`src/rtl/lscd_pkg.sv`:
```
package lscd_pkg;

  localparam int NUM_SLOTS_DEF = 32;
  localparam int NUM_IDS_DEF   = 256;

  // Widths that hold the largest slot number and ID that the parameters allow.
  localparam int SLOT_W_MAX  = 8;
  localparam int ID_W_MAX    = 12;
  localparam int STAMP_W     = 64;
  localparam int CNT_W       = 32;
  localparam int CFG_W       = 6;
  localparam int EXPERT_W    = 8;
  localparam int EXPERT_SPAN = 256;
  localparam int SLOT_OUT_W  = 5;
  localparam int VICTIM_W    = 8;

  localparam logic [CFG_W-1:0] CFG_ACTIVE_RST = 6'd32;

  typedef logic [SLOT_W_MAX-1:0] slot_t;
  typedef logic [ID_W_MAX-1:0]   id_t;
  typedef logic [STAMP_W-1:0]    stamp_t;
  typedef logic [CNT_W-1:0]      cnt_t;

  // Search state handed from one slot cell to the next.
  typedef struct packed {
    logic   go;
    logic   hit;
    slot_t  hit_slot;
    logic   free;
    slot_t  free_slot;
    logic   old_ok;
    stamp_t old_stamp;
    slot_t  old_slot;
    id_t    old_owner;
  } scan_t;

  // Broadcast update of one slot.
  typedef struct packed {
    logic   en;
    slot_t  slot;
    id_t    id;
    stamp_t stamp;
  } wr_t;

endpackage

```
`src/rtl/lscd_cell.sv`:
```
module lscd_cell #(
  parameter int IDX     = 0,
  parameter int NUM_IDS = lscd_pkg::NUM_IDS_DEF
) (
  input  logic                    clk,
  input  logic                    rst_n,
  input  logic                    active_i,
  input  logic [$clog2(NUM_IDS)-1:0] id_i,
  input  lscd_pkg::wr_t           wr_i,
  input  lscd_pkg::scan_t         scan_i,
  output lscd_pkg::scan_t         scan_o
);

  localparam int ID_W = $clog2(NUM_IDS);
  localparam lscd_pkg::slot_t MY_SLOT = lscd_pkg::slot_t'(IDX);

  logic [ID_W-1:0]  owner_r;
  lscd_pkg::stamp_t stamp_r;
  logic             used_r;
  lscd_pkg::scan_t  scan_r;
  lscd_pkg::scan_t  scan_nxt;

  always_comb begin
    scan_nxt = scan_i;
    // Owners of used slots are unique, so at most one cell reports a hit.
    if (used_r && (owner_r == id_i)) begin
      scan_nxt.hit      = 1'b1;
      scan_nxt.hit_slot = MY_SLOT;
    end
    if (active_i && !used_r && !scan_i.free) begin
      scan_nxt.free      = 1'b1;
      scan_nxt.free_slot = MY_SLOT;
    end
    // A strict compare keeps the lowest-numbered slot among equal stamps.
    if (active_i && (!scan_i.old_ok || (stamp_r < scan_i.old_stamp))) begin
      scan_nxt.old_ok    = 1'b1;
      scan_nxt.old_stamp = stamp_r;
      scan_nxt.old_slot  = MY_SLOT;
      scan_nxt.old_owner = lscd_pkg::id_t'(owner_r);
    end
  end

  always_ff @(posedge clk) begin
    if (!rst_n) begin
      scan_r <= '0;
    end else begin
      scan_r <= scan_nxt;
    end
  end

  always_ff @(posedge clk) begin
    if (!rst_n) begin
      used_r <= 1'b0;
    end else if (wr_i.en && (wr_i.slot == MY_SLOT)) begin
      used_r <= 1'b1;
    end
  end

  always_ff @(posedge clk) begin
    if (wr_i.en && (wr_i.slot == MY_SLOT)) begin
      owner_r <= wr_i.id[ID_W-1:0];
      stamp_r <= wr_i.stamp;
    end
  end

  assign scan_o = scan_r;

endmodule

```
`config.mk`:
```
export PLATFORM = sky130hd
export DESIGN_NAME = lscd_cell
export DESIGN_NICKNAME = d
export VERILOG_FILES = /design/src/rtl/lscd_pkg.sv /design/src/rtl/lscd_cell.sv
export SDC_FILE = /design/constraint.sdc
export NUM_CORES = 1
export LEC_CHECK = 0
export ABC_AREA = 0
export CAP_MARGIN = 30
export CORE_AREA = 2 2 117 119
export DETAILED_ROUTE_END_ITERATION = 10
export DIE_AREA = 0 0 119 121
export DONT_BUFFER_PORTS = 1
export PLACE_DENSITY_LB_ADDON = 0.05
export SYNTH_ARGS = -nofsm -noshare
export SYNTH_HDL_FRONTEND = slang
export SYNTH_SLANG_ARGS = --single-unit
```
`constraint.sdc`:
```
create_clock -name clk -period 23.6 [get_ports clk]
set_input_delay 3.54 -clock clk [delete_from_list [all_inputs] [get_ports clk]]
set_output_delay 3.54 -clock clk [all_outputs]
set_load 0.01 [all_outputs]
```
==> out/metrics.cfg <==
[floorplanning]
ios = 304
num_rows = 42
core_region_area_sq_um = 13100
die_x_microns = 119
die_y_microns = 121
dieArea_sq_um = 14400
start_util_pct = 67.7

[logic_synthesis]
synth_simple_gate_area_share_pct = 16.6
avgSynthCellArea_sq_um = 9.96
ys_warn_count = 0
syn_area_sq_um = 8860
synthArstFlopShare_pct = 0
muxShareOfSynthArea_pct = 0
synth_xor_area_share_pct = 0.791
synth_nets = 1153
synth_edf_count = 72
syn_inst = 890
synth.distinct_cells = 46
synth_flop_cell = dfxtp_1
synth_top_area_share_pct = 24.4
synth_top_family_by_area = compound AO/OA/AOI/OAI gates
synth_adder_area_share_pct = 8.89
synth_seq_cells = 177
synth_compound_area_share_pct = 19.1
ys_seq_area_share_pct = 48.1
synth_area_leaders = edfxtp_1 24%, dfxtp_1 24%, ha_1 8.9%
synth_top_area_cell = edfxtp_1

[worst_setup_path]
cp.depth = 10
start_kind = input port
r2r_slack_ns = 19.82
crit_path_top_delay_cell = buf_4
critPathBufInv = 2
critPathCaptureType = register
crit_chain = inv_1, ha_1, nand4_1, nor4_2, nand2_1, o22ai_1, or4_4, buf_4, o21a_1, and3_1
r2r_cells = 9
r2r_end = scan_o[19]
crit_required_ns = 23.97
critical-path-top-delay-family = simple AND/OR/NAND/NOR gates
r2r-start = stamp_r[54]
crit_end = scan_o[19]
worstSetupPathType = input port to register
cp_slowest_stage_delay_ns = 0.76
crit_fanout = 77
crit_start = scan_i[74]
critPathArrivalTime_ns = 6.81

[global_routing]
grt_usage_pct = 29.9
grt_pass1_wl_microns = 33600
grt_overflow_total = 0
antenna_found_initial = 6
grt_pass1_vias = 6511
grt_max_degree = 236

[timing]
rsz0062_at_grt = false
min_period_over_period_pct = 27.3
hold_viol_final = 0
slew_viol_final = 0
worst_pin_slew_ns = 0.885
clock_skew_ns = 0.0107
finalSetupTns_ns = 0
setup_viol = 0
finalCriticalPeriod_ns = 6.44
max-slew-margin-rel_pct = 41.0
fmax_mhz = 155

[clock_tree]
cts_root_buffer = clkbuf_16
htree_levels = 4
cts_resized = 0
clkSinkCount = 177
cts_buffers = 17
cts_setup_buffers = 0
clock_path_buffers = 2
clk_latency_ns = 0.43
cts_hold_buffers = 0
cts_tree = built
clk_pin_slew_worst_paths_ns = 0.07

[place]
dp_hpwl_microns = 14800
routabilityCongestion = 0.805
dp_cells = 998
port_buffers = 0

[pwr]
pwr-share-comb_pct = 7.1
switching_share_pct = 25.5
p_seq_share_pct = 52.2
ir_drop_mv = 0.0505
powerDensity_nw_per_um2 = 69.9
clkPwrFrac_pct = 40.7
p_int_mw = 0.491
p_switching_mw = 0.168
power_leakage_nw = 3.93

[route]
dr.pass1.iters = 6
drcViolationCount = 0
ant_nets = 0
routedWlPerCell_microns = 21.8
drt_iter0_drc = 503
viasPerCell = 6.78
vias = 7020
wl_microns = 22600

[cells_and_area]
fin_cells = 1035
drive_above_1_share_pct = 6.20
nNetsFinal = 1105
fill_cells = 935
final_common_cell = nand2_1
final_util_pct = 72.1
syn2layout_area_growth_pct = 6.41
mostFrequentLayoutCells = 157 x nand2_1, 105 x dfxtp_1, 84 x and3_1

[status]
status = finished clean

[hold_path]
hold_path_class = register to register

[job]
max_cap_viol_count = 0

## stage by stage
step	total power [mW]	area [sq um]	setup slack, ns	hold WS [ns]
6_report	0.660	9430	17.16	0.517
5_1_grt	0.682	9430	16.81	0.528
4_1_cts	0.663	9390	17.14	0.513
3_5_place_dp	0.397	8830	16.71	0.495
3_3_place_gp	0.395	8830	16.81	0.480
2_1_floorplan	0.391	8860	12.14	0.463
## cells by family (layout without fill, tap and decap cells)
kind of cell | count (synthesis) | after routing
other | 0 | 4
XOR/XNOR | 8 | 8
adder cells (fa/ha/maj) | 63 | 63
flip-flops | 177 | 177
AO/OA/AOI/OAI | 199 | 199
buffers and inverters | 143 | 108
AND/OR/NAND/NOR | 300 | 300
## worst register-to-register path, stage by stage, from the launching register on
cell and delay, ns:
edfxtp_1 0.43, ha_1 0.33, nand4_1 0.19, nor4_2 0.47, nand2_1 0.09, o22ai_1 0.20
or4_4 0.63, buf_4 0.77, o21a_1 0.40, and3_1 0.20
## cell type report
| type | count | area (sq um) | share of cell area (%) |
|---|---|---|---|
| antenna | 4 | 10.0 | 0.106 |
| clock buffer | 17 | 425 | 4.51 |
| clock inverter | 15 | 139 | 1.47 |
| inverter | 69 | 259 | 2.75 |
| multi-input combinational | 570 | 4040 | 42.8 |
| sequential | 177 | 4260 | 45.2 |
| tap | 176 | 220 | 2.33 |
| timing repair buffer | 7 | 72.6 | 0.769 |
## power groups by stage
stage	combinational, mW	sequential [mW]	clock [mW]
CTS	0.0468	0.344	0.272
global route	0.0529	0.345	0.284
detailed placement	0.0461	0.351	0
floorplan	0.0433	0.348	0
global placement	0.0436	0.351	0
finish	0.0467	0.344	0.269
## synth_stat cells, types with 7 or more instances
| cell | n |
|---|---|
| a21o_1 | 9 |
| a21oi_1 | 21 |
| a32oi_1 | 72 |
| and2_1 | 17 |
| and3_1 | 84 |
| buf_2 | 21 |
| clkbuf_1 | 48 |
| dfxtp_1 | 105 |
| edfxtp_1 | 72 |
| ha_1 | 63 |
| inv_1 | 69 |
| nand2_1 | 157 |
| nand4_1 | 11 |
| o311ai_1 | 64 |
| o311ai_2 | 8 |
| xor2_1 | 7 |
## how the worst min path moves through the flow
stage | startpoint | end | slack (ns) | cells past startpoint
floorplan | used_r | used_r | 0.46 | 1
global placement | used_r | used_r | 0.48 | 1
detailed placement | used_r | used_r | 0.50 | 1
CTS | used_r | used_r | 0.51 | 1
global route | used_r | used_r | 0.53 | 1
finish | used_r | used_r | 0.52 | 1
## flip-flops by register name, indices dropped and copies added, names as in the netlist
register / flops
stamp_r: 64
scan_o: 104
owner_r: 8
used_r: 1
## routing by layer
layer  GRT usage, %  share of wire, %  vias to the layer above
met5              0              0.11                        -
met4           16.7               4.9                        4
met3           12.8                10                       77
met2           49.6                48                      356
met1           32.3                36                     3346
li1               -                 -                     3237
(Power assumes the default switching activity.)
