### src/rtl/lscd_pkg.sv
package lscd_pkg;

  localparam int NUM_SLOTS_DEF = 32;
  localparam int NUM_IDS_DEF   = 256;

  // Widths that hold the largest slot number and ID that the parameters allow.
  localparam int SLOT_W_MAX  = 8;
  localparam int ID_W_MAX    = 12;
  localparam int STAMP_W     = 64;
  localparam int CNT_W       = 32;
  localparam int CFG_W       = 6;
  localparam int EXPERT_W    = 8;
  localparam int EXPERT_SPAN = 256;
  localparam int SLOT_OUT_W  = 5;
  localparam int VICTIM_W    = 8;

  localparam logic [CFG_W-1:0] CFG_ACTIVE_RST = 6'd32;

  typedef logic [SLOT_W_MAX-1:0] slot_t;
  typedef logic [ID_W_MAX-1:0]   id_t;
  typedef logic [STAMP_W-1:0]    stamp_t;
  typedef logic [CNT_W-1:0]      cnt_t;

  // Search state handed from one slot cell to the next.
  typedef struct packed {
    logic   go;
    logic   hit;
    slot_t  hit_slot;
    logic   free;
    slot_t  free_slot;
    logic   old_ok;
    stamp_t old_stamp;
    slot_t  old_slot;
    id_t    old_owner;
  } scan_t;

  // Broadcast update of one slot.
  typedef struct packed {
    logic   en;
    slot_t  slot;
    id_t    id;
    stamp_t stamp;
  } wr_t;

endpackage

### src/rtl/lscd_ctrl.sv
module lscd_ctrl #(
  parameter int NUM_IDS = lscd_pkg::NUM_IDS_DEF
) (
  input  logic                                clk,
  input  logic                                rst_n,
  input  logic                                in_valid,
  output logic                                in_stall,
  input  logic [lscd_pkg::EXPERT_W-1:0]       in_expert_id,
  output logic                                out_valid,
  input  logic                                out_stall,
  output logic [lscd_pkg::SLOT_OUT_W-1:0]     out_slot_index,
  output logic                                out_miss,
  output logic                                out_evicted,
  output logic [lscd_pkg::VICTIM_W-1:0]       out_victim_id,
  output lscd_pkg::cnt_t                      out_hits_total,
  output lscd_pkg::cnt_t                      out_misses_total,
  output lscd_pkg::cnt_t                      out_evictions_total,
  output lscd_pkg::scan_t                     scan_start_o,
  input  lscd_pkg::scan_t                     scan_end_i,
  output lscd_pkg::wr_t                       wr_o,
  output logic [$clog2(NUM_IDS)-1:0]          req_id_o
);

  localparam int ID_W = $clog2(NUM_IDS);

  localparam logic [1:0] ST_IDLE = 2'd0;
  localparam logic [1:0] ST_SCAN = 2'd1;
  localparam logic [1:0] ST_DONE = 2'd2;

  logic [1:0]       state_r, state_nxt;
  logic             start_r;
  logic [ID_W-1:0]  req_id_r;
  lscd_pkg::scan_t  res_r;
  lscd_pkg::stamp_t stamp_r, stamp_nxt;
  lscd_pkg::cnt_t   hit_cnt_r, hit_cnt_nxt;
  lscd_pkg::cnt_t   miss_cnt_r, miss_cnt_nxt;
  lscd_pkg::cnt_t   evict_cnt_r, evict_cnt_nxt;
  logic             out_valid_r;
  logic             accept;
  logic             out_free;
  logic             finish;
  lscd_pkg::slot_t  slot_sel;
  logic             do_evict;
  logic [ID_W-1:0]  id_map [lscd_pkg::EXPERT_SPAN];

  // Folding of the incoming ID into the ID range, as a constant table.
  for (genvar v = 0; v < lscd_pkg::EXPERT_SPAN; v++) begin : g_map
    assign id_map[v] = ID_W'(v % NUM_IDS);
  end

  assign in_stall = (state_r != ST_IDLE);
  assign accept   = in_valid && !in_stall;
  assign out_free = !out_valid_r || !out_stall;
  assign finish   = (state_r == ST_DONE) && out_free;

  always_comb begin
    state_nxt = state_r;
    unique case (state_r)
      ST_IDLE: if (accept) state_nxt = ST_SCAN;
      ST_SCAN: if (scan_end_i.go) state_nxt = ST_DONE;
      ST_DONE: if (out_free) state_nxt = ST_IDLE;
      default: state_nxt = ST_IDLE;
    endcase
  end

  always_comb begin
    do_evict = 1'b0;
    if (res_r.hit) begin
      slot_sel = res_r.hit_slot;
    end else if (res_r.free) begin
      slot_sel = res_r.free_slot;
    end else begin
      slot_sel = res_r.old_slot;
      do_evict = 1'b1;
    end
  end

  assign stamp_nxt     = stamp_r + lscd_pkg::stamp_t'(1);
  assign hit_cnt_nxt   = (res_r.hit && (hit_cnt_r != '1)) ?
                         hit_cnt_r + lscd_pkg::cnt_t'(1) : hit_cnt_r;
  assign miss_cnt_nxt  = (!res_r.hit && (miss_cnt_r != '1)) ?
                         miss_cnt_r + lscd_pkg::cnt_t'(1) : miss_cnt_r;
  assign evict_cnt_nxt = (!res_r.hit && do_evict && (evict_cnt_r != '1)) ?
                         evict_cnt_r + lscd_pkg::cnt_t'(1) : evict_cnt_r;

  always_ff @(posedge clk) begin
    if (!rst_n) begin
      state_r     <= ST_IDLE;
      start_r     <= 1'b0;
      out_valid_r <= 1'b0;
      stamp_r     <= '0;
      hit_cnt_r   <= '0;
      miss_cnt_r  <= '0;
      evict_cnt_r <= '0;
    end else begin
      state_r <= state_nxt;
      start_r <= accept;
      if (finish) begin
        out_valid_r <= 1'b1;
        stamp_r     <= stamp_nxt;
        hit_cnt_r   <= hit_cnt_nxt;
        miss_cnt_r  <= miss_cnt_nxt;
        evict_cnt_r <= evict_cnt_nxt;
      end else if (!out_stall) begin
        out_valid_r <= 1'b0;
      end
    end
  end

  always_ff @(posedge clk) begin
    if (accept) begin
      req_id_r <= id_map[in_expert_id];
    end
    if ((state_r == ST_SCAN) && scan_end_i.go) begin
      res_r <= scan_end_i;
    end
    if (finish) begin
      out_slot_index      <= slot_sel[lscd_pkg::SLOT_OUT_W-1:0];
      out_miss            <= !res_r.hit;
      out_evicted         <= do_evict;
      out_victim_id       <= do_evict ? res_r.old_owner[lscd_pkg::VICTIM_W-1:0] : '0;
      out_hits_total      <= hit_cnt_nxt;
      out_misses_total    <= miss_cnt_nxt;
      out_evictions_total <= evict_cnt_nxt;
    end
  end

  always_comb begin
    scan_start_o    = '0;
    scan_start_o.go = start_r;
  end

  // A hit rewrites the same owner, so one update form serves every case.
  always_comb begin
    wr_o.en    = finish;
    wr_o.slot  = slot_sel;
    wr_o.id    = lscd_pkg::id_t'(req_id_r);
    wr_o.stamp = stamp_nxt;
  end

  assign out_valid = out_valid_r;
  assign req_id_o  = req_id_r;

endmodule
### config.mk
export PLATFORM = sky130hd
export DESIGN_NAME = lscd_ctrl
export DESIGN_NICKNAME = d
export VERILOG_FILES = /design/src/rtl/lscd_pkg.sv /design/src/rtl/lscd_ctrl.sv
export SDC_FILE = /design/constraint.sdc
export NUM_CORES = 1
export LEC_CHECK = 0
export BUFFER_PORTS_ARGS = -buffer_cell sky130_fd_sc_hd__buf_4
export CAP_MARGIN = 20
export CORE_MARGIN = 2
export CORE_UTILIZATION = 40
export DETAILED_ROUTE_END_ITERATION = 8
export GPL_TIMING_DRIVEN = 0
export SETUP_SLACK_MARGIN = 0.5
export SYNTH_ARGS = -nofsm -noshare
export SYNTH_HDL_FRONTEND = slang
export SYNTH_SLANG_ARGS = --single-unit
### constraint.sdc
create_clock -name clk -period 10.3 [get_ports clk]
set_input_delay 1.545 -clock clk [delete_from_list [all_inputs] [get_ports clk]]
set_output_delay 1.545 -clock clk [all_outputs]
set_load 0.02 [all_outputs]
==> results of run 1 <==
-- final timing paths --
check	from	to	slack, ns	depth (start not counted)
worst max-delay path	out_stall	wr_o[84]	3.58	10
worst min-delay path	stamp_r[1]	stamp_r[1]	0.50	2
worst max register to register	state_r[1]	stamp_r[4]	6.03	10
worst min register to register	stamp_r[1]	stamp_r[1]	0.50	2
-- metal layers --
metal	up-vias	wire, um	global-route usage [%]
li1	6446	-	-
met1	6279	20000	28.2
met2	467	21300	34.1
met3	76	2830	3.39
met4	0	1200	7.51
met5	-	0	0
-- layout by cell type, fill, tap and decap left out, types with 5 or more instances in the layout --
master     count
and2_1        20
or3_1         45
or2_2          6
inv_1         13
dfxtp_1      164
clkinv_2       5
or4_1         20
o31ai_1       10
mux2i_1       14
o211ai_1       6
nor4_1        18
a21oi_1       48
xor2_1       137
nand4_1       83
buf_2         13
xnor2_1      115
clkbuf_16     39
buf_4        367
and3_1        30
and4_1        21
edfxtp_1     153
nand2_1      141
bufinv_16      9
nand2b_1       8
conb_1       107
clkinv_1       6
nor3_1        54
o21ai_0       42
nand3_1       89
clkbuf_1      79
nor2_1       191
-- metrics by stage --
stage	cell area (sq um)	util [%]	cells
2_1_floorplan	16500	-	1783
3_3_place_gp	19000	47.9	2557
3_5_place_dp	19100	48.0	2559
4_1_cts	20400	51.4	2627
5_1_grt	20400	51.4	2627
6_report	20400	51.4	2627
-- worst max-delay path, cell delays in order --
cell and delay [ns]:
buf_4 0.11, nand2_1 0.20, nand2b_1 0.11, inv_1 0.17
clkbuf_1 0.65, clkbuf_1 0.77, clkbuf_4 0.91, buf_16 0.37
buf_4 0.17, buf_4 0.13
-- power by group through the flow --
stage	Sequential (mW)	Clock [mW]	Combinational, mW
2_1_floorplan	1.37	0	0.104
6_report	1.33	1.45	0.166
3_3_place_gp	1.36	0	0.163
5_1_grt	1.34	1.53	0.177
3_5_place_dp	1.36	0	0.166
4_1_cts	1.33	1.48	0.166
-- layout make-up --
cell class | count | area share, %
clock buffer | 45 | 4.89
inverter | 13 | 0.239
tap | 525 | 3.22
sequential | 317 | 38.6
buffer | 208 | 6.11
timing repair buffer | 251 | 9.39
multi-input combinational | 1245 | 35.9
clock inverter | 23 | 1.67
-- logic make-up (layout without fill, tap and decap cells) --
logic type      after synthesis  count (layout)  share of synthesized area [%]
buf+inv                     221             540                           8.03
flops                       317             317                           49.0
simple gates                745             745                           23.6
compound gates              119             119                           4.18
other cells                   1             107                         0.0233
mux                          18              18                           1.15
xor+xnor                    252             252                           13.7
fa+ha+maj                     4               4                          0.311
-- flip-flops by register name, summed over array words and instances (netlist names), 8 cells and up --
signal               flops
miss_cnt_r              32
out_victim_id            8
hit_cnt_r               32
req_id_o                 8
out_evictions_total     32
out_misses_total        32
res_r                   34
evict_cnt_r             32
stamp_r                 64
out_hits_total          32
==> results.txt, run 1 <==
Synth area leaders: edfxtp_1 29%, dfxtp_1 20%, xor2_1 7.5%
CTS H-tree depth: 2
Most numerous cell in the Yosys netlist: nor2_1
Post-CTS Setup Bufs: 0
Power Total: 2.95 mW
Vias: 13.3k
Layout Nets: 2193
# diodes: 0
Slew HR: 27.0%
Worst-margin pin slew: 1.09 ns
Final slew viol count: 0
Setup_tns: 0 ns
CTS tree: yes
Number of I/O port buffers: 249
Drt drc: 0
Clock Skews: 0.0195 ns
Fin Hold WS: 0.499 ns
Crit path kind: primary input to output pin
Syn avg cell area: 9.59 sq um
Largest fanout on the critical path: 63
RSZ-0062 raised after global routing: false
Psw: 0.641 mW
Critical path capture point type: output pin
Antenna Nets Post-Route: 0
Final worst path period need: 6.72 ns
Clock tree buffer depth: 3
Routability-driven placement congestion ratio: 0.901
Comb pwr share: 5.6%
CTS Sinks: 317
Mapped Cells: 1677
Clock share of power: 49.1%
Power per cell area: 145 nW/um^2
Post-cts resize count: 0
Sequential Power Share: 45.3%
Worst Slack Setup Final: 3.58 ns
Average vias per placed instance: 5.05
Layout cells sized above 1: 21.9%
Commonest cells post-synth: 192 x nor2_1, 164 x dfxtp_1, 153 x edfxtp_1
Fillers: 3699
FP Rows: 73
Pre-CTS setup slack: 3.43 ns
Reg clk slew, reported paths: 0.05 ns
Die ar.: 41800 sq um
Number of flops mapped to enable cells by yosys: 153
Final period utilization: 65.3%
Largest area contributor in the netlist: edfxtp_1
Die width: 205 um
Cts hold-fix bufs: 0
Starting Density: 40.5%
Initial DRT Pass Iterations: 5
Static Leakage: 8.29 nW
Total CTS buffers: 37
Drt initial violations: 810
Int Power: 2.31 mW
VDD IR max: 0.0000920 V
FFs w/ async S/R, synth: 0%
#FFs+latches synth: 317
Hold Fails Final Rpt: 0
Total track usage: 21.0%
Area of the multi-input gates: 7320 sq um
Top cell type's share of synthesized area: 28.6%
Initial antenna violation count: 0
CP Launch Type: primary input
Post-Synthesis Cell Area: 16100 sq um
Total wire length: 45.3 mm
Total of max-cap violations: 0
Area of the core: 39700 sq um
Flip-flop and latch area: 7880 sq um
Distinct cells, synth: 55
First-pass GRT wire length: 68.5 mm
Wirelength per Cell: 17.2 um
Largest net degree at the start of global routing: 64
Fmax: 149 MHz
Die Span Y: 205 um
GRT overflow: 0
YS warnings: 0
Vias in the first global route: 12.2k
Area Overhead vs Synth: 26.9%
Hold Path Class: flop to flop
Sequential share of the synthesized area: 49.0%
Worst Path Arrival: 5.18 ns
Run status: complete, no violations
Synth Flop Type: dfxtp_1
Root Driver: clkbuf_16
Clock Latency Late Sink: 0.55 ns
Sw frac: 21.7%
Setup violators final: 0
DP Wirelength: 32.6 mm
I/O pin total: 426
CP required: 8.76 ns
No activity file was read; power rests on OpenSTA's default activity.
==> run 2: changes to the inputs <==
- clock period: 10.3 -> 6.81 ns (I/O delays scaled with it)
==> run 2 against run 1 <==
Count of clock-buffer cells in the layout unchanged. Critical path depth down 1. Core utilization down 0.23 points. Worst setup slack worse by 2.2 ns. Sequential share of layout area up 0.18 points. Die area unchanged. Sequential power up 52%. Via count down 0.51%. Sequential cell count unchanged. Total power up 46%. Routed wire length down 1.3%. Clock skew about the same. Largest power group unchanged.
==> results.txt, run 2 (synthesis gave the netlist of run 1 again) <==
RSZ-0062 raised after global routing: false
R2R Path Start: state_r[1]
Crit-path slowest cell: clkbuf_1
Worst Slack Setup Final: 1.38 ns
VDD IR max: 0.000118 V
Worst hold stages: 2
Total of max-cap violations: 0
Pre-CTS setup slack: 1.26 ns
GRT overflow: 0
Flip-flop and latch area: 7880 sq um
Total track usage: 20.8%
Drt drc: 0
Total wire length: 44.7 mm
Average vias per placed instance: 5.03
Worst Path Arrival: 4.41 ns
Final period utilization: 79.8%
Crit path largest cell delay: 0.84 ns
Wirelength per Cell: 17.0 um
DP Wirelength: 32.3 mm
Number of I/O port buffers: 249
Power per cell area: 212 nW/um^2
Die width: 205 um
CP required: 5.79 ns
Vias: 13.2k
Crit path kind: flop to output pin
Placed Cells: 2559
Final worst path period need: 5.43 ns
Antenna Nets Post-Route: 0
Drt initial violations: 934
CTS tree: yes
Top reg by flops: stamp_r
FP Rows: 73
I/O pin total: 426
Post-CTS Setup Bufs: 0
Hold Fails Final Rpt: 0
Initial DRT Pass Iterations: 5
Run status: complete, no violations
Final slew viol count: 0
Crit path launch: state_r[1]
Reg clk slew, reported paths: 0.06 ns
Max reg flops: 64
Cts hold-fix bufs: 0
Hold path start: stamp_r[1]
Area of the multi-input gates: 7320 sq um
Fmax: 184 MHz
Initial antenna violation count: 0
Root Driver: clkbuf_16
Setup_tns: 0 ns
Hold Path Class: flop to flop
Area Overhead vs Synth: 26.3%
Clock Latency Late Sink: 0.53 ns
Commonest non-fill, non-tap cells in the layout: 367 x buf_4, 191 x nor2_1, 164 x dfxtp_1
Fillers: 3700
Reg2reg path depth: 10
Util after Layout: 51.1%
Critical path capture point type: output pin
Area of the core: 39700 sq um
Post-cts resize count: 0
Commonest non-fill, non-tap cell in the layout: buf_4
Post-DP Area: 19100 sq um
Die Span Y: 205 um
First-pass GRT wire length: 68.4 mm
Final Instance Count excl. Fillers: 2626
Total CTS buffers: 37
# diodes: 0
Clock Skews: 0.0192 ns
Routability-driven placement congestion ratio: 0.910
Crit-path cells: nand2b_1, nand2b_1, inv_1, clkbuf_1, clkbuf_1, clkbuf_8, buf_16, buf_4, buf_4
Die ar.: 41800 sq um
Worst-margin pin slew: 1.08 ns
Starting Density: 40.5%
Vias in the first global route: 12.4k
Top flop regs: stamp_r (64), res_r (34)
Clock tree buffer depth: 3
Static Leakage: 8.24 nW
Setup violators final: 0
Final non-filler cell area: 20300 sq um
Slew HR: 28.3%
Layout Nets: 2193
CP Launch Type: flop
CTS H-tree depth: 2
Largest net degree at the start of global routing: 100
CTS Sinks: 317
Layout cells sized above 1: 22.0%
Largest fanout on the critical path: 99
## run 2: changes by cell type in the layout (fill, tap and decap cells not counted), sizes merged
cell      delta
inv          +2
bufinv       -4
clkinvlp     +2
clkinv       -1
## run 2: area by class of cell
type                       instances  area share (%)
timing repair buffer             251            9.43
clock inverter                    22            1.26
tap                              525            3.23
buffer                           208            6.16
inverter                          13           0.240
clock buffer                      45            4.85
sequential                       317            38.8
multi-input combinational       1245            36.0
## run 2: where the power goes
group,internal (mW),switching (mW),total [mW]
clock,1.23,0.806,2.03
sequential,2.01,0.00698,2.02
combinational,0.0946,0.157,0.251
total,3.33,0.969,4.30
## run 2: per-stage QoR
step / hold slack, ns / total power, mW
finish: 0.488 / 4.30
detailed placement: 0.481 / 2.31
global placement: 0.472 / 2.31
floorplan: 0.439 / 2.23
global route: 0.531 / 4.44
CTS: 0.489 / 4.35
## run 2: final timing paths
kind | endpoint | slack (ns)
setup reg to reg | stamp_r[10] | 2.76
hold reg to reg | stamp_r[1] | 0.49
setup / recovery | wr_o[84] | 1.38
hold / removal | stamp_r[1] | 0.49
## run 2: layer usage
layer | global-route usage, % | vias up | routed length [um]
met4 | 6.44 | 0 | 1180
met2 | 34.1 | 463 | 20900
met5 | 0 | - | 0
met3 | 3.42 | 71 | 2860
met1 | 28.0 | 6232 | 19800
li1 | - | 6434 | -
## run 2: worst max-delay path: cells and delay by family, from the launching register on
family	cells	cell delay, ns
buf+inv	7	2.89
simple gates	2	0.50
flops	1	0.44
==> run 3: changes to the inputs <==
- ABC_AREA: not set -> 1
- clock period: 6.81 -> 5.1 ns (I/O delays scaled with it)
==> run 3 against run 2 <==
Total power up 41%. Non-clock buffer count down 19. Clock power up 31%. Sequential cell count unchanged. Core utilization down 1.3 points. Worst setup slack worse by 0.16 ns. Synthesized cell count up 54%. Highest routed layer unchanged.
==> results.txt, run 3 <==
Number of flops mapped to enable cells by yosys: 153
Final non-filler cell area: 22500 sq um
Hold Path Class: primary input to flop
Clock Latency Late Sink: 0.55 ns
Top flop regs: stamp_r (64), res_r (34)
Drt initial violations: 1183
Distinct cells, synth: 35
Total wire length: 57.0 mm
CTS tree: yes
Most numerous cell in the Yosys netlist: nand2_1
Layout cells sized above 1: 17.7%
Most frequent CP cell: buf_4
Wl on met1: 25.1 mm
Total CTS buffers: 37
Top reg by flops: stamp_r
VDD IR max: 0.000202 V
Post-cts resize count: 0
FFs w/ async S/R, synth: 0%
Worst Slack Setup Final: 1.22 ns
Die width: 218 um
Antenna Nets Post-Route: 0
CTS Sinks: 317
Post-Synthesis Cell Area: 18300 sq um
Clock tree buffer depth: 3
Die Span Y: 218 um
Commonest non-fill, non-tap cell in the layout: nand2_1
Total track usage: 23.5%
Power Total: 6.05 mW
Synth area leaders: edfxtp_1 25%, dfxtp_1 18%, nand2_1 15%
Final slew viol count: 0
Largest fanout on the critical path: 79
Synth Flop Type: dfxtp_1
Root Driver: clkbuf_16
Top cell type's share of synthesized area: 25.1%
Initial DRT Pass Iterations: 5
Run status: complete, no violations
Top Metal Used: met4
Wirelength per Cell: 15.8 um
YS warnings: 0
Worst-margin pin slew: 1.03 ns
Final period utilization: 76.1%
Worst Path Arrival: 3.12 ns
Mapped Cells: 2584
Average vias per placed instance: 4.85
Slew HR: 31.2%
Commonest cells post-synth: 726 x nand2_1, 368 x inv_1, 308 x nor2_1
Fillers: 4490
I/O pin total: 426
Critical path capture point type: output pin
Crit-path slowest cell: clkbuf_8
Number of I/O port buffers: 249
GRT overflow: 0
Area of the core: 45200 sq um
Static Leakage: 10.3 nW
Crit path buffers/inverters: 7
# diodes: 0
Delay-heaviest family, CP: buffers and inverters
Final worst path period need: 3.88 ns
Fin Hold WS: 0.389 ns
Die ar.: 47400 sq um
CP required: 4.34 ns
Drt drc: 0
RSZ-0062 raised after global routing: false
Reg clk slew, reported paths: 0.06 ns
First-pass GRT wire length: 87.0 mm
Largest area contributor in the netlist: edfxtp_1
Power per cell area: 269 nW/um^2
WL met2: 26.0 mm
#FFs+latches synth: 317
Syn avg cell area: 7.07 sq um
Hold Fails Final Rpt: 0
DR WL met3: 4.02 mm
CTS H-tree depth: 2
Max reg flops: 64
Setup violators final: 0
Sequential share of the synthesized area: 43.1%
Crit path largest cell delay: 0.42 ns
Commonest non-fill, non-tap cells in the layout: 726 x nand2_1, 369 x buf_4, 367 x inv_1
Total of max-cap violations: 0
Util after Layout: 49.9%
Starting Density: 40.4%
Crit-path cells: inv_1, nor2_1, nand2_1, inv_2, buf_2, clkbuf_8, buf_16, buf_4, buf_4
CP Launch Type: flop
Fmax: 258 MHz
FP Rows: 78
Area Overhead vs Synth: 23.3%
Post-DP Area: 21300 sq um
Initial antenna violation count: 0
Layout Nets: 3099
Largest net degree at the start of global routing: 80
Vias in the first global route: 16.1k
Post-CTS Setup Bufs: 0
Routability-driven placement congestion ratio: 0.999
DP Wirelength: 44.0 mm
Pre-CTS setup slack: 1.34 ns
Clock Skews: 0.00974 ns
Vias: 17.5k
Crit path kind: flop to output pin
Cts hold-fix bufs: 0
-- run 3: changes by cell type after synthesis, moves of 28 or more --
cell      before  now
nand4_1       83   55
nor3_1        54   12
nand2_1      141  726
nand3_1       89  218
inv_1         13  368
nor2_1       192  308
and3_1        30    0
clkbuf_1      74   40
or3_1         45    0
a21oi_1       48  156
nand2_2        0   31
o21ai_0       42   73
xor2_1       137   53
xnor2_1      115    1
-- run 3: where the power goes --
group	total [mW]	internal, mW	switching, mW
Sequential	2.81	2.74	0.0641
Clock	2.66	1.57	1.09
Combinational	0.585	0.216	0.369
-- run 3: layout make-up --
class                      count  area (sq um)  share of cell area, %
multi-input combinational   1802          8110                   36.0
timing repair buffer         250          1900                   8.42
clock inverter                22           228                   1.01
tap                          600           751                   3.33
sequential                   317          7880                   35.0
inverter                     381          1440                   6.37
clock buffer                  45           976                   4.33
buffer                       190          1260                   5.59
-- run 3: kinds of logic (layout without fill, tap and decap cells) --
group	Yosys count	after routing	synth area share, %
buffers and inverters	571	888	14.7
other	1	107	0.0205
AOI/OAI and AO/OA	242	242	6.68
and+or+nand+nor	1395	1395	32.6
DFF	317	317	43.1
adders and majority gates	4	4	0.274
xor gates and xnor gates	54	54	2.59
-- run 3: metrics by stage --
stage,cells,TNS (ns)
finish,3607,0
global route,3607,0
CTS,3607,0
detailed placement,3540,0
global placement,3539,-0.268
floorplan,2690,0
-- run 3: final timing paths --
| kind | start | endpoint | slack [ns] | depth (start not counted) |
|---|---|---|---|---|
| max | state_r[1] | wr_o[84] | 1.22 | 9 |
| min reg2reg | out_valid | out_valid | 0.51 | 2 |
| max reg2reg | state_r[1] | out_misses_total[19] | 2.46 | 7 |
| min | scan_end_i[19] | res_r[19] | 0.39 | 1 |
-- run 3: metal layers --
layer | track usage [%] | vias up
li1 | - | 8737
met1 | 31.3 | 8066
met2 | 38.2 | 581
met3 | 4.07 | 99
met4 | 8.61 | 0
met5 | 0 | -
-- run 3: worst register-to-register path, cell delays in order (launching register included) --
cell and delay, ns:
dfxtp_1 0.33, inv_1 0.07, nor2_1 0.13, nand2_1 0.31
inv_2 0.26, buf_2 0.32, clkbuf_8 0.42, buf_16 0.35
